`src/rtl/tmsu_pkg.sv`:
```
// ----------------------------------------------------------------------------
// tmsu_pkg
// Shared constants, types and helpers of the transform matrix stack unit.
// ----------------------------------------------------------------------------
package tmsu_pkg;

	// Stack and number format
	localparam int STACK_DEPTH = 32;
	localparam int FRAC_BITS   = 16;
	localparam int LVL_W       = $clog2(STACK_DEPTH + 1);
	localparam int SLOT_W      = (STACK_DEPTH > 1) ? $clog2(STACK_DEPTH) : 1;
	localparam int ROW_AW      = 3;
	localparam int STK_AW      = SLOT_W + 3;
	localparam int ACC_W       = 66 - FRAC_BITS;

	// Operation codes
	localparam logic [2:0] MODE_IDENT = 3'd0;
	localparam logic [2:0] MODE_MUL   = 3'd1;
	localparam logic [2:0] MODE_PUSH  = 3'd2;
	localparam logic [2:0] MODE_POP   = 3'd3;
	localparam logic [2:0] MODE_READ  = 3'd4;

	// Status codes
	localparam logic [1:0] ST_OK    = 2'd0;
	localparam logic [1:0] ST_FULL  = 2'd1;
	localparam logic [1:0] ST_EMPTY = 2'd2;

	localparam logic [31:0] ONE_FX = 32'(64'd1 << FRAC_BITS);

	typedef logic [3:0][31:0] row_t;

	typedef struct packed {
		logic       vld;
		logic       first;
		logic       last;
		logic [1:0] col;
	} mac_ctl_t;

	// Row r of the identity matrix
	function automatic row_t ident_row(input logic [1:0] r);
		row_t v;
		for (int c = 0; c < 4; c++) begin
			v[c] = (2'(c) == r) ? ONE_FX : 32'd0;
		end
		return v;
	endfunction

endpackage

```
`src/rtl/tmsu_mac.sv`:
```
// ----------------------------------------------------------------------------
// tmsu_mac
// One product per cycle, floored, accumulated over four terms, saturated.
// ----------------------------------------------------------------------------
module tmsu_mac
	import tmsu_pkg::*;
(
	input  logic         clk,
	input  logic         arst_n,
	input  mac_ctl_t     ctl,
	input  logic [31:0]  a,
	input  logic [31:0]  b,
	output logic         res_vld,
	output logic [1:0]   res_col,
	output logic [31:0]  res
);

	localparam logic signed [ACC_W-1:0] MAX_V = ACC_W'(64'sh7FFFFFFF);
	localparam logic signed [ACC_W-1:0] MIN_V = ACC_W'(-64'sh80000000);

	logic signed [63:0]      prod_s1;
	mac_ctl_t                ctl_s1;
	logic signed [ACC_W-1:0] acc_q;
	logic signed [ACC_W-1:0] term;
	logic signed [ACC_W-1:0] sum;

	// Multiply stage
	always_ff @(posedge clk) begin
		prod_s1 <= $signed(a) * $signed(b);
	end

	always_ff @(posedge clk or negedge arst_n) begin
		if (!arst_n) begin
			ctl_s1 <= '0;
		end else begin
			ctl_s1 <= ctl;
		end
	end

	// Floor and accumulate
	assign term = ACC_W'(prod_s1 >>> FRAC_BITS);
	assign sum  = (ctl_s1.first ? '0 : acc_q) + term;

	always_ff @(posedge clk) begin
		if (ctl_s1.vld) begin
			acc_q <= sum;
		end
	end

	// Saturate the finished sum
	always_comb begin
		if (sum > MAX_V) begin
			res = 32'h7FFF_FFFF;
		end else if (sum < MIN_V) begin
			res = 32'h8000_0000;
		end else begin
			res = sum[31:0];
		end
	end

	assign res_vld = ctl_s1.vld & ctl_s1.last;
	assign res_col = ctl_s1.col;

endmodule

```
`config.mk`:
```
export PLATFORM = sky130hd
export DESIGN_NAME = tmsu_mac
export DESIGN_NICKNAME = d
export VERILOG_FILES = /design/src/rtl/tmsu_pkg.sv /design/src/rtl/tmsu_mac.sv
export SDC_FILE = /design/constraint.sdc
export NUM_CORES = 2
export LEC_CHECK = 0
export BUFFER_PORTS_ARGS = -buffer_cell sky130_fd_sc_hd__buf_2
export CORE_MARGIN = 2
export CORE_UTILIZATION = 55
export DETAILED_ROUTE_END_ITERATION = 6
export HOLD_SLACK_MARGIN = 0.12
export PLACE_DENSITY = 0.74
export SLEW_MARGIN = 20
export SYNTH_ARGS = -nofsm -noshare
export SYNTH_HDL_FRONTEND = slang
export SYNTH_SLANG_ARGS = --single-unit
```
`constraint.sdc`:
```
create_clock -name clk -period 4.15 [get_ports clk]
set_clock_uncertainty 0.2 [all_clocks]
set_input_delay 0 -clock clk [delete_from_list [all_inputs] [get_ports clk]]
set_output_delay 0 -clock clk [all_outputs]
set_load 0.02 [all_outputs]
```
## Word-level counts from Yosys, hierarchy flattened

Cells that the tools add are included.

- Add/sub/neg operators: 1
- $mul: 1
- $lt $le $gt $ge: 2
- Muxes and demuxes: 3
- Bitwise operators: 1

Operators by type and width:

| cell | count |
|---|---|
| $mul A32 B32 Y64 | 1 |
| $mux W32 | 2 |
| $add A50 B50 Y50 | 1 |
| $gt A50 B32 Y1 const B | 1 |
| $lt A50 B32 Y1 const B | 1 |
| $mux W50 | 1 |
| $and A1 B1 Y1 | 1 |

- Register bits: 119
- Output and inout port bits: 35
- Logic and storage cells: 14

## Longest topological paths before layout

- Depth in word-level cells: 5
- Mapped depth: 31
- Mapped depth without buffers: 30

## Worst setup path after synthesis

No wires, ideal clock.

- Path type: input-to-reg
- From: in b[31]
- To: reg prod_s1[55]
- Library setup time: 0.128 ns
- Arrival: 7.143 ns
- Required time: 3.822 ns
- Path slack: -3.321 ns
- Stages on the path: 27
- Buffers on the path: 1
- Cell sequence: clkinv_1 buf_1 fa_1 fa_1 fa_1 fa_1 inv_1 fa_1 inv_1 fa_1 fa_1 fa_1 inv_1 ha_1 a21o_1 a21o_1 a2111oi_0 o31ai_1 a21oi_1 o311a_1 nor2_2 o31a_1 a31oi_1 o21ba_2 o21ai_1 a211oi_1 a21oi_1

- Longest elaborated chain between the ends: 1

Ends and longest elaborated chain:

| what | line | source |
|---|---|---|
| from (decl) | tmsu_mac.sv:12 | `input logic [31:0] b,` |
| $mul A32 B32 Y64 | tmsu_mac.sv:29 | `prod_s1 <= $signed(a) * $signed(b);` |
| to (signal assigned) | tmsu_mac.sv:29 |  |
| to (decl) | tmsu_mac.sv:21 | `logic signed [63:0] prod_s1;` |

No other way between the ends.
A chain may end at the register's enable or synchronous reset.

## Final worst setup path

- From: in b[2]
- To: reg prod_s1[50]

Same word-level chain as after synthesis.

==> run metrics <==
status=complete, but fails checks; failing checks=setup timing; CTS tree=yes; highest metal used=met4; DR iter-0 viols=2241; worst slew pin tran=760 ps; unrepaired setup endpoints after global routing=true; Core Area=roughly 0.074 mm2; number of vias per cell=5.40; Setup violations, final=79; commonest non-fill, non-tap cell in the layout=fa_1; I/O pin cnt=106; Final Non-Filler Cells=5877; Total GRT Usage=30.6%; maxcap violations=0; Cell Rows=100; Cells after DPL=just under 6000; largest net degree at the start of global routing=51; main flop type after synthesis=edfxtp_1; antenna viol nets, final=0; Unique masters post-synth=74; most used cell, CP=buf_6; flops & latches, synth=103; worst flop-to-flop path endpoint=acc_q[49]$_DFFE_PP_; number of enable flip-flop cells after synthesis=50; Worst setup SP type=primary input; Place WS=-3890 ps; WS Path Type=primary input to flop; Worst-Skew Late Latency=370 ps; Yosys warning count=0; Crit-path slowest cell=fa_2; Synth top area share=52.5%; Tmin final=between 7000 and 8000 ps; R2R Setup Slk=360 ps; GRT overflow=0; share of cells above drive strength 1=22.3%; final worst-path cycle share=174%; clock buffer depth=2; crit path DAT=around 7300 ps; fin util=68.5%; Fill cells=5408; Total Die Area=between 0.07 and 0.08 mm2; FF-to-FF Start=ctl_s1[3]$_DFF_PN0_; total CTS buffers=9; first-pass GRT wire length=185000 um; most frequent cells in the layout=fa_1 (1023), inv_1 (979), buf_4 (531); Critical Path End Type=flop; DR vias=about 32000; Max transition margin=49.3%; area delta synth->final=23.4%; Routed met2 length=a little under 60000 um; Data required, critical path=4210 ps; post-synthesis cell count=4333; post-DP HPWL=96400 um; IO buf count=~110; CTS sink count=slightly above 100; Mapped Area=slightly above 0.04 mm2; Met3 Wirelength=8420 um; Mapped Avg Cell Area=9.53 um2; gpl congestion=0.933; # nets final=6281; DRC Markers=0; setup ws final=-3080 ps; Crit Path Max Fanout=6; Die Span Y=278 um; Starting Density=55.5%; worst hold path type=primary input to async pin; ys async rst share=under 10%; Post-Syn Nets=5715; top cells by area, synth=fa_1 (52%), inv_1 (9.2%), and2_1 (7.6%); Root Driver=clkbuf_16; CTS HTree Levels=3; leading area contributor after synthesis=fa_1; Routed wire per std cell=about 20 um; final slew viol count=0; vias in the first global route=35362; worst reg2reg path depth=15; Die Width=around 280 um; initial antenna violation count=2; register area share after synthesis=6.27%; Reg clk slew, reported paths=~70 ps; DR pass1 iterations=5; drt total wl=116000 um; Critical Path Max Stage Delay=between 500 and 600 ps; wire length on met1=43800 um; worst hold slack=349 ps; Hold Vio Cnt, Final=0; Max Clk Rate=138 MHz
-- critical path: cells and delay by family --
kind / cells / cell delay, ps
AO/OA/AOI/OAI: 8 / 1440
XOR/XNOR: 1 / 120
adder cells (fa/ha/maj): 9 / 3990
buffers and inverters: 14 / 1550
AND/OR/NAND/NOR: 2 / 180
-- stage by stage --
stage          setup TNS, ps  cell area (um2)
2_1_floorplan        -110270            42100
3_3_place_gp         -169570            47600
3_5_place_dp         -175800            47600
4_1_cts              -140000            49600
5_1_grt              -157810            50900
6_report             -142840            50900
-- how the worst max path moves through the flow --
stage | startpoint | end | slack [ps] | cells after the start
5_1_grt | a[24] | prod_s1[56]$_DFF_P_ | -3270 | 26
3_3_place_gp | b[4] | prod_s1[55]$_DFF_P_ | -3820 | 25
6_report | b[2] | prod_s1[50]$_DFF_P_ | -3080 | 34
4_1_cts | a[16] | prod_s1[55]$_DFF_P_ | -3030 | 30
3_5_place_dp | b[4] | prod_s1[55]$_DFF_P_ | -3890 | 25
2_1_floorplan | a[29] | prod_s1[56]$_DFF_P_ | -2990 | 28
-- cell type report --
type                       count  area, um2  area share, %
clock buffer                  11        264          0.518
antenna                        4       10.0         0.0196
timing repair buffer         773       7390           14.5
tap                          969       1210           2.38
inverter                    1008       3790           7.44
multi-input combinational   3004      35700           70.0
sequential                   103       2590           5.08
clock inverter                 5       28.8         0.0565
-- metal layers --
metal / vias up / GRT usage, %
met5: - / 0
met2: 1291 / 53.1
li1: 13761 / -
met3: 315 / 4.29
met1: 16379 / 38.7
met4: 0 / 12.5
-- Yosys cell counts (17+ instances only) --
library cell and number:
fa_1 1082, inv_1 1007, nand2_1 531, and2_1 502, ha_1 229, clkbuf_1 207
a21oi_1 89, nor2_1 80, xnor2_1 70, nor2b_1 58, a21o_1 55, edfxtp_1 50
dfxtp_1 48, xor2_1 37, o21ai_0 30, o21ai_2 30, nand4_1 20, nand3_1 19
o21ai_1 17
-- flip-flops by register name, indices dropped and copies added (netlist names) --
name,count
acc_q,50
ctl_s1,3
prod_s1,48
res_col,2
-- cells by family (layout without fill, tap and decap cells) --
logic type	after synthesis	count (layout)	synth area share, %
AOI/OAI and AO/OA	311	311	5.12
xor gates and xnor gates	107	107	2.27
adders and majority gates	1311	1311	59.4
buffers and inverters	1226	1797	11.3
DFF	103	103	6.27
other	0	4	0
and+or+nand+nor	1275	1275	15.6
-- timing repair --
action / 4_1_cts / 5_1_grt
hold endpoints to repair: 10 / 0
endpoints found under the setup margin: 81 / 81
cloned: 2 / 4
hold buffers: 12 / 0
buffers inserted: 42 / 33
pin swaps: 142 / 154
resized for setup: 317 / 265
Power is left out: the tool's default activity adds up to more than one toggle a clock period on the data nets, which glitch-free logic cannot reach.
