==> src/rtl/tmsu_pkg.sv <==
// ----------------------------------------------------------------------------
// tmsu_pkg
// Shared constants, types and helpers of the transform matrix stack unit.
// ----------------------------------------------------------------------------
package tmsu_pkg;

	// Stack and number format
	localparam int STACK_DEPTH = 32;
	localparam int FRAC_BITS   = 16;
	localparam int LVL_W       = $clog2(STACK_DEPTH + 1);
	localparam int SLOT_W      = (STACK_DEPTH > 1) ? $clog2(STACK_DEPTH) : 1;
	localparam int ROW_AW      = 3;
	localparam int STK_AW      = SLOT_W + 3;
	localparam int ACC_W       = 66 - FRAC_BITS;

	// Operation codes
	localparam logic [2:0] MODE_IDENT = 3'd0;
	localparam logic [2:0] MODE_MUL   = 3'd1;
	localparam logic [2:0] MODE_PUSH  = 3'd2;
	localparam logic [2:0] MODE_POP   = 3'd3;
	localparam logic [2:0] MODE_READ  = 3'd4;

	// Status codes
	localparam logic [1:0] ST_OK    = 2'd0;
	localparam logic [1:0] ST_FULL  = 2'd1;
	localparam logic [1:0] ST_EMPTY = 2'd2;

	localparam logic [31:0] ONE_FX = 32'(64'd1 << FRAC_BITS);

	typedef logic [3:0][31:0] row_t;

	typedef struct packed {
		logic       vld;
		logic       first;
		logic       last;
		logic [1:0] col;
	} mac_ctl_t;

	// Row r of the identity matrix
	function automatic row_t ident_row(input logic [1:0] r);
		row_t v;
		for (int c = 0; c < 4; c++) begin
			v[c] = (2'(c) == r) ? ONE_FX : 32'd0;
		end
		return v;
	endfunction

endpackage

==> src/rtl/tmsu_cur_mem.sv <==
// ----------------------------------------------------------------------------
// tmsu_cur_mem
// Current matrices, one row per word, with per-row valid bits that make an
// unwritten or cleared row read as identity.
// ----------------------------------------------------------------------------
module tmsu_cur_mem
	import tmsu_pkg::*;
(
	input  logic              clk,
	input  logic              arst_n,
	input  logic [ROW_AW-1:0] rd_addr,
	input  logic              wr_en,
	input  logic [ROW_AW-1:0] wr_addr,
	input  row_t              wr_data,
	input  logic              clr_en,
	input  logic              clr_mat,
	output row_t              rd_data
);

	row_t       mem_q [8];
	row_t       rd_raw_q;
	logic [7:0] vld_q;
	logic       rd_vld_q;
	logic [1:0] rd_row_q;

	// Write and registered read
	always_ff @(posedge clk) begin
		if (wr_en) begin
			mem_q[wr_addr] <= wr_data;
		end
		rd_raw_q <= mem_q[rd_addr];
		rd_vld_q <= vld_q[rd_addr];
		rd_row_q <= rd_addr[1:0];
	end

	// Clear rows of one matrix on load identity, mark rows on write
	always_ff @(posedge clk or negedge arst_n) begin
		if (!arst_n) begin
			vld_q <= '0;
		end else begin
			for (int i = 0; i < 8; i++) begin
				if (clr_en && (i[2] == clr_mat)) begin
					vld_q[i] <= 1'b0;
				end else if (wr_en && (wr_addr == ROW_AW'(i))) begin
					vld_q[i] <= 1'b1;
				end
			end
		end
	end

	assign rd_data = rd_vld_q ? rd_raw_q : ident_row(rd_row_q);

endmodule

==> config.mk <==
export PLATFORM = sky130hd
export DESIGN_NAME = tmsu_cur_mem
export DESIGN_NICKNAME = d
export VERILOG_FILES = /design/src/rtl/tmsu_pkg.sv /design/src/rtl/tmsu_cur_mem.sv
export SDC_FILE = /design/constraint.sdc
export NUM_CORES = 1
export LEC_CHECK = 0
export ABC_AREA = 1
export BUFFER_PORTS_ARGS = -buffer_cell sky130_fd_sc_hd__buf_2
export CAP_MARGIN = 20
export CORE_UTILIZATION = 45
export DETAILED_ROUTE_END_ITERATION = 7
export PLACE_DENSITY = 0.6
export SETUP_SLACK_MARGIN = 0.5
export SYNTH_ARGS = -nofsm -noshare
export SYNTH_HDL_FRONTEND = slang
export SYNTH_SLANG_ARGS = --single-unit
==> constraint.sdc <==
create_clock -name clk -period 3.65 [get_ports clk]
set_clock_uncertainty 0.1 [all_clocks]
set_input_delay 0.365 -clock clk [delete_from_list [all_inputs] [get_ports clk]]
set_output_delay 0.365 -clock clk [all_outputs]
set_load 0.05 [all_outputs]
[Yosys cells after proc, flatten, opt, wreduce, memory -nomap -nowiden]
Memory sizes are Yosys's and may differ from the RTL's. A register that Yosys moved wholly into a read port is not among the register bits.
Index checks and enable logic that the tools add are counted.
Operators by class
  shift-type cells: 0
  bitwise operators: 1
  reductions and logical operators: 20
  order comparisons: 1
  multiplexer cells: 25
  add/subtract/negate cells: 0
  multiply operators: 0
  div/mod/pow operators: 0
  eq/ne operators: 10
Operator list (number)
  128-bit two-way mux: 1
  17-bit two-way mux: 4
  1-bit two-way mux: 19
  2-bit nonzero test: 8
  3-bit == test (second input constant): 4
  1-bit logical AND: 10
  3-bit by 2-bit == test with 1-bit output (second input constant): 2
  2-bit == test (first input constant): 2
  3-bit by 4-bit < comparator with 1-bit output (second input constant): 1
  1-bit binary-select mux with 3-bit select: 1
  3-bit by 1-bit == test with 1-bit output (second input constant): 1
  3-bit zero test: 1
  1-bit by 2-bit == test with 1-bit output (first input constant): 1
  2-bit zero test: 1
  1-bit NOT: 1
Storage, ports and cells
  bits in latches: 0
  register bits: 11
  output and inout port bits: 128
  input bits: 139
  ROM bits: 0
  memories kept: 1
  memory bits (writable): 1024
  word-level logic and storage cells: 68
Memories
  mem_q: words 8, width 128, read ports 1, clocked after memory_dff 1, write ports 1, line tmsu_cur_mem.sv:20  | row_t mem_q [8];

[Longest topological paths before layout]
Gate-level depths: netlist of the first run.
  depth in word-level cells: 4
  depth in mapped cells: 9
  mapped depth without buffers: 6

[Worst setup path before layout of the first run]
No wires, ideal clock.
  kind: input to register
  from: input wr_en
  to: memory mem_q[0][0] (netlist name) (enable)
  arrival time: 3.133 ns
  path buffers: 0
  setup time: 0.481 ns
  stages on the path: 4
  path slack: -0.064 ns
  path through: inv_1 nor2_1 nand2_1 inv_1
On the way
  word-level cells in the longest chain between the ends: 2
Ends and longest elaborated chain
  start: declaration: line tmsu_cur_mem.sv:12  | input logic wr_en,
  1-bit two-way mux: line tmsu_cur_mem.sv:28  | if (wr_en) begin
  1-bit two-way mux (not written as such): line tmsu_cur_mem.sv:29  | mem_q[wr_addr] <= wr_data;
  end: declaration: line tmsu_cur_mem.sv:20
No other way between the ends.

[Worst setup path in the final report of the first run]
  from: input wr_en
  to: memory mem_q[2][97] (netlist name) (enable)
Same word-level chain as after synthesis.

==> flow_metrics.tcl, run 1 <==
set metrics [dict create \
    outcome "complete, no violations" \
    power_leakage_nw 27.1 \
    r2r_slack_ps 2390 \
    wl_mm 114 \
    ctsHoldBuffers 144 \
    rsz0062_at_grt "false" \
    vias_per_cell 4.69 \
    syn_area_um2 48400 \
    drcViolationCount 0 \
    synth_area_leaders "edfxtp_1 (64%), nand2_1 (14%), inv_1 (9.1%), dfxtp_1 (5.4%), nand3_1 (5.3%)" \
    min_period_ps 2820 \
    mostFrequentLayoutCells "nand2_1 (1817), inv_1 (1165), edfxtp_1 (1024)" \
    dp_hpwl_mm 59.6 \
    cp-startpoint "wr_en" \
    preCtsSetupSlack_ps 1080 \
    clk_latency_ps 710 \
    worst_pin_slew_ps 1070 \
    nNetsFinal 5425 \
    rr_endpoint "vld_q[1]" \
    grt_usage_pct 21.1 \
    antenna_found_initial 14 \
    layout_setup_ws_ps 825 \
    min_to "rd_raw_q[66]" \
    cts.reportedPaths.clkPinSlew_ps 60 \
    synth_largest_area_cell "edfxtp_1" \
    endpoint_kind "register" \
    clkSinkCount 1163 \
    ant_nets 0 \
    cp.arrival_ps 3140 \
    final_common_cell "nand2_1" \
    met3_usage_pct 3.63 \
    yosysUniqueCellTypes 14 \
    crit_fanout 18 \
    grt_pass1_wl_mm 176 \
    cts_tree "built" \
    area_delta_synth_final_pct 17.5 \
    htreeDepth 3 \
    dieArea_um2 109000 \
    dr_total_vias 31800 \
    cts_resized 0 \
    crit_required_ps 3970 \
    multi_input_area_um2 9490 \
    syn_inst 4903 \
    grt_overflow 0 \
    firstDrtPassIters 5 \
    setup_viol 0 \
    startpoint_type "primary input" \
    maxSlewHeadroom_pct 28.5 \
    drive_above_1_share_pct 9.56 \
    hp-class "primary input to register" \
    r2r_start "vld_q[1]" \
    ios 267 \
    clk_path_buf_depth 3 \
    cts_buffers 120 \
    std_cell_rows 119 \
    fin_crit_sh_pct 77.4 \
    grt.met2_usage_pct 36.6 \
    met1_usage_pct 27.6 \
    seqCellArea_um2 33600 \
    ys_ff_latch 1163 \
    crit_type "primary input to register" \
    min_path_cells 4 \
    drtIter0Drc 1984 \
    powerDensity_nw_per_um2 523 \
    n_fill_cell 9353 \
    postCtsSetupBuffers 0 \
    max_cap_viol_count 0 \
    setup-tns-final_ps 0 \
    yosysWarnings 0 \
    synth.yosys.seq_area_share_pct 69.4 \
    coreArea_um2 106000 \
    synth_area_per_cell_um2 9.87 \
    fmax_ghz 0.354 \
    dieHeight_um 330 \
    grt_pass1_vias 30500 \
    routedWlPerCell_um 16.8 \
    synth_nets 5042 \
    ctsRootBufferMaster "clkbuf_16" \
    grt_start_max_net_pins 179 \
    top_usage_layer "met2" \
    start_util_pct 45.7 \
    die_x_um 330 \
    drv_slew 0 \
    fin_util_pct 53.7 \
    finalHoldViolCount 0 \
    irDropWorstVdd_mv 0.418 \
    rr_worst_depth 3 \
    hp-start "rd_addr[2]" \
    gp_congestion 0.763 \
    port_buffers 266 \
    yosys.area.top_type_share_pct 63.5 \
]
-- final cells by class --
cell class | count | area share (%)
Antenna cell | 9 | 0.0396
Clock buffer | 170 | 5.93
Clock inverter | 54 | 0.899
Inverter | 1176 | 7.85
Multi-Input combinational cell | 2351 | 16.7
Sequential cell | 1163 | 59.0
Tap cell | 1391 | 3.06
Timing Repair Buffer | 474 | 6.53
-- logic make-up (layout without fill, tap and decap cells) --
group / Yosys count / after routing / share of synthesized area, %
buf+inv: 1389 / 1874 / 11.0
compound gates: 12 / 12 / 0.124
simple gates: 2339 / 2339 / 19.5
other cells: 0 / 9 / 0
flops: 1163 / 1163 / 69.4
-- flip-flops by register name, indices dropped and copies added, names as in the netlist --
name / cells
rd_row_q: 2
rd_raw_q: 128
vld_q: 8
mem_q: 1024
rd_vld_q: 1
-- power breakdown --
group,internal (mW),switching [mW],total [mW]
Clock,7.04,4.98,12.0
Combinational,0.715,1.83,2.55
Sequential,15.0,0.165,15.2
Total,22.8,6.97,29.8
-- worst max-delay path by stage --
stage | slack, ps | to
2_1_floorplan | 680 | mem_q[5][0]
3_5_place_dp | 1080 | mem_q[7][120]
3_3_place_gp | 1060 | mem_q[7][120]
4_1_cts | 770 | rd_data[50]
5_1_grt | 710 | rd_data[82]
6_report | 830 | mem_q[2][97]
-- stage by stage --
stage	hold WS (ps)	instance area (um2)	std cells	total power, mW
final	118	56900	6788	29.8
after global routing	96.9	56900	6783	30.8
after CTS	89.6	56900	6779	30.1
after detailed placement	121	51500	6411	17.9
after global placement	119	51500	6411	17.9
after floorplan	-30.6	48400	4903	17.0
-- metal layers --
metal	vias up	share of wire, %
met5	-	0.062
met4	12	2.0
met3	176	4.9
met2	688	49
met1	15100	44
li1	15800	-
-- synthesized netlist by cell type, drive strengths merged --
cell type,number
nand2,1817
inv,1176
edfxtp,1024
nand3,516
buf,133
dfxtp,131
clkbuf,80
a21oi,8
dfrtp,8
nor2,5
o21ai,4
or2,1
-- worst max-delay path, stage by stage --
cell and delay, ps:
dlygate4sd3_1 540, buf_2 130, inv_1 60, nor2_1 60, dlygate4sd3_1 580, nand2_1 130
clkinvlp_4 730, buf_4 520
No activity file was read; power rests on OpenSTA's default activity.
==> run 2, diff against run 1 <==
PLACE_DENSITY = 0.62   (was 0.6)
clock period = 2.39 ns   (was 3.65 ns; I/O delays follow)
==> flow_metrics.tcl, run 2 (synthesis gave the netlist of run 1 again) <==
set metrics [dict create \
    outcome "complete, no violations" \
    grt_pass1_vias 30600 \
    max_stage_delay_ps 410 \
    dieHeight_um 330 \
    coreArea_um2 106000 \
    met2_length_mm 56.9 \
    crit_family "buffers and inverters" \
    rsz0062_at_grt "true" \
    drtIter0Drc 2097 \
    met1_length_mm 49.2 \
    n_fill_cell 8911 \
    dieArea_um2 109000 \
    fin_crit_sh_pct 90.6 \
    largest_register_ff_count 1024 \
    start_util_pct 45.7 \
    fmax_ghz 0.462 \
    layout_setup_ws_ps 224 \
    setup_viol 0 \
    crit_fanout 7 \
    nNetsFinal 5468 \
    final_common_cell "nand2_1" \
    ant_nets 0 \
    grt_usage_pct 20.6 \
    cts_buffers 120 \
    mostFrequentLayoutCells "nand2_1 (1761), inv_1 (1115), edfxtp_1 (1024)" \
    dp_hpwl_mm 61.1 \
    cts.reportedPaths.clkPinSlew_ps 60 \
    worst_pin_slew_ps 763 \
    power_leakage_nw 27.9 \
    maxSlewHeadroom_pct 49.2 \
    crit_type "register to primary output" \
    reg_top3 "mem_q (1024), rd_raw_q (128), vld_q (8)" \
    crit_required_ps 2050 \
    routedWlPerCell_um 16.6 \
    largest_register "mem_q" \
    antenna_found_initial 10 \
    ctsRootBufferMaster "clkbuf_16" \
    htreeDepth 3 \
    cp.depth 5 \
    slowest_stage "dfxtp_4" \
    hold_ws_ps 250 \
    clk_latency_ps 700 \
    endpoint_kind "primary output" \
    dr_total_vias 32000 \
    drcViolationCount 0 \
    cp.arrival_ps 1830 \
    clk_path_buf_depth 3 \
    wl_mm 113 \
    die_x_um 330 \
    std_cell_rows 119 \
    ios 267 \
    gp_congestion 0.743 \
    port_buffers 266 \
    grt_start_max_net_pins 142 \
    preCtsSetupSlack_ps 484 \
    rr_worst_depth 3 \
    min_period_ps 2170 \
    grt_overflow 0 \
    clkSinkCount 1163 \
    power_mw 46.4 \
    drive_above_1_share_pct 12.4 \
    path_cells "buf_12, clkbuf_16, nand2_1, inv_1, buf_6" \
    finalHoldViolCount 0 \
    firstDrtPassIters 5 \
    cts_tree "built" \
    path_buf_inv 4 \
    irDropWorstVdd_mv 0.532 \
    max_cap_viol_count 0 \
    min_path_cells 2 \
    hp-class "primary input to register" \
    top_layer_used "met5" \
    vias_per_cell 4.68 \
    drv_slew 0 \
    powerDensity_nw_per_um2 785 \
    area_delta_synth_final_pct 22.1 \
    startpoint_type "register" \
    dr_wl_met3_mm 5.09 \
    grt_pass1_wl_mm 172 \
]
[run 2: cell types whose count changed in the layout (fill, tap and decap cells not counted), sizes merged]
cell	delta
clkinvlp	+1
clkinv	-4
buf	+38
clkbuf	+12
dlymetal6s4s	+1
diode	-6
[run 2: through the flow]
stage | util, % | instance area (um2) | TNS, ps | instances
after floorplan | - | 48500 | -389120 | 4903
after global placement | 49.0 | 51900 | 0 | 6431
after detailed placement | 49.0 | 51900 | 0 | 6431
after CTS | 54.9 | 58200 | 0 | 6819
after global routing | 55.7 | 59100 | 0 | 6830
final | 55.7 | 59100 | 0 | 6830
[run 2: final cells by class]
cell class / count / area [um2] / area share, %
clock inverters: 51 / 534 / 0.904
repair buffers: 517 / 5430 / 9.19
flip-flops and latches: 1163 / 33600 / 56.8
multi-input cells: 2351 / 9910 / 16.8
diodes: 3 / 7.51 / 0.0127
inverters: 1176 / 4490 / 7.61
well taps: 1391 / 1740 / 2.95
clock buffers: 178 / 3400 / 5.76
[run 2: path summary, 6_finish.rpt]
check | from | to | slack (ps)
worst max-delay path | rd_vld_q | rd_data[34] | 220
worst min register to register | vld_q[1] | vld_q[1] | 420
worst min-delay path | wr_data[18] | mem_q[5][18] | 250
worst max register to register | vld_q[0] | vld_q[0] | 1100
min in group asynchronous | arst_n | vld_q[0] | 450
max in group asynchronous | arst_n | vld_q[7] | 1460
[run 2: what timing repair did]
item	4_1_cts	5_1_grt
endpoints found under the setup margin	128	129
gates cloned	4	6
resized for setup	218	258
pin swaps	1	3
endpoints found under the hold margin	1065	0
setup buffers	10	2
hold buffers	145	0
[run 2: power by group]
group | leakage [nW] | internal [mW] | switching, mW
registers | 10.5 | 22.9 | 0.284
logic | 15.5 | 1.64 | 3.04
clock network | 1.92 | 10.8 | 7.68
total | 27.9 | 35.4 | 11.0
[run 2: layer usage]
metal  vias to the layer above  track usage (%)
met5                         -                0
met4                        14             5.22
met3                       138             2.86
met2                       637             36.1
met1                     15300             26.8
li1                      15900                -
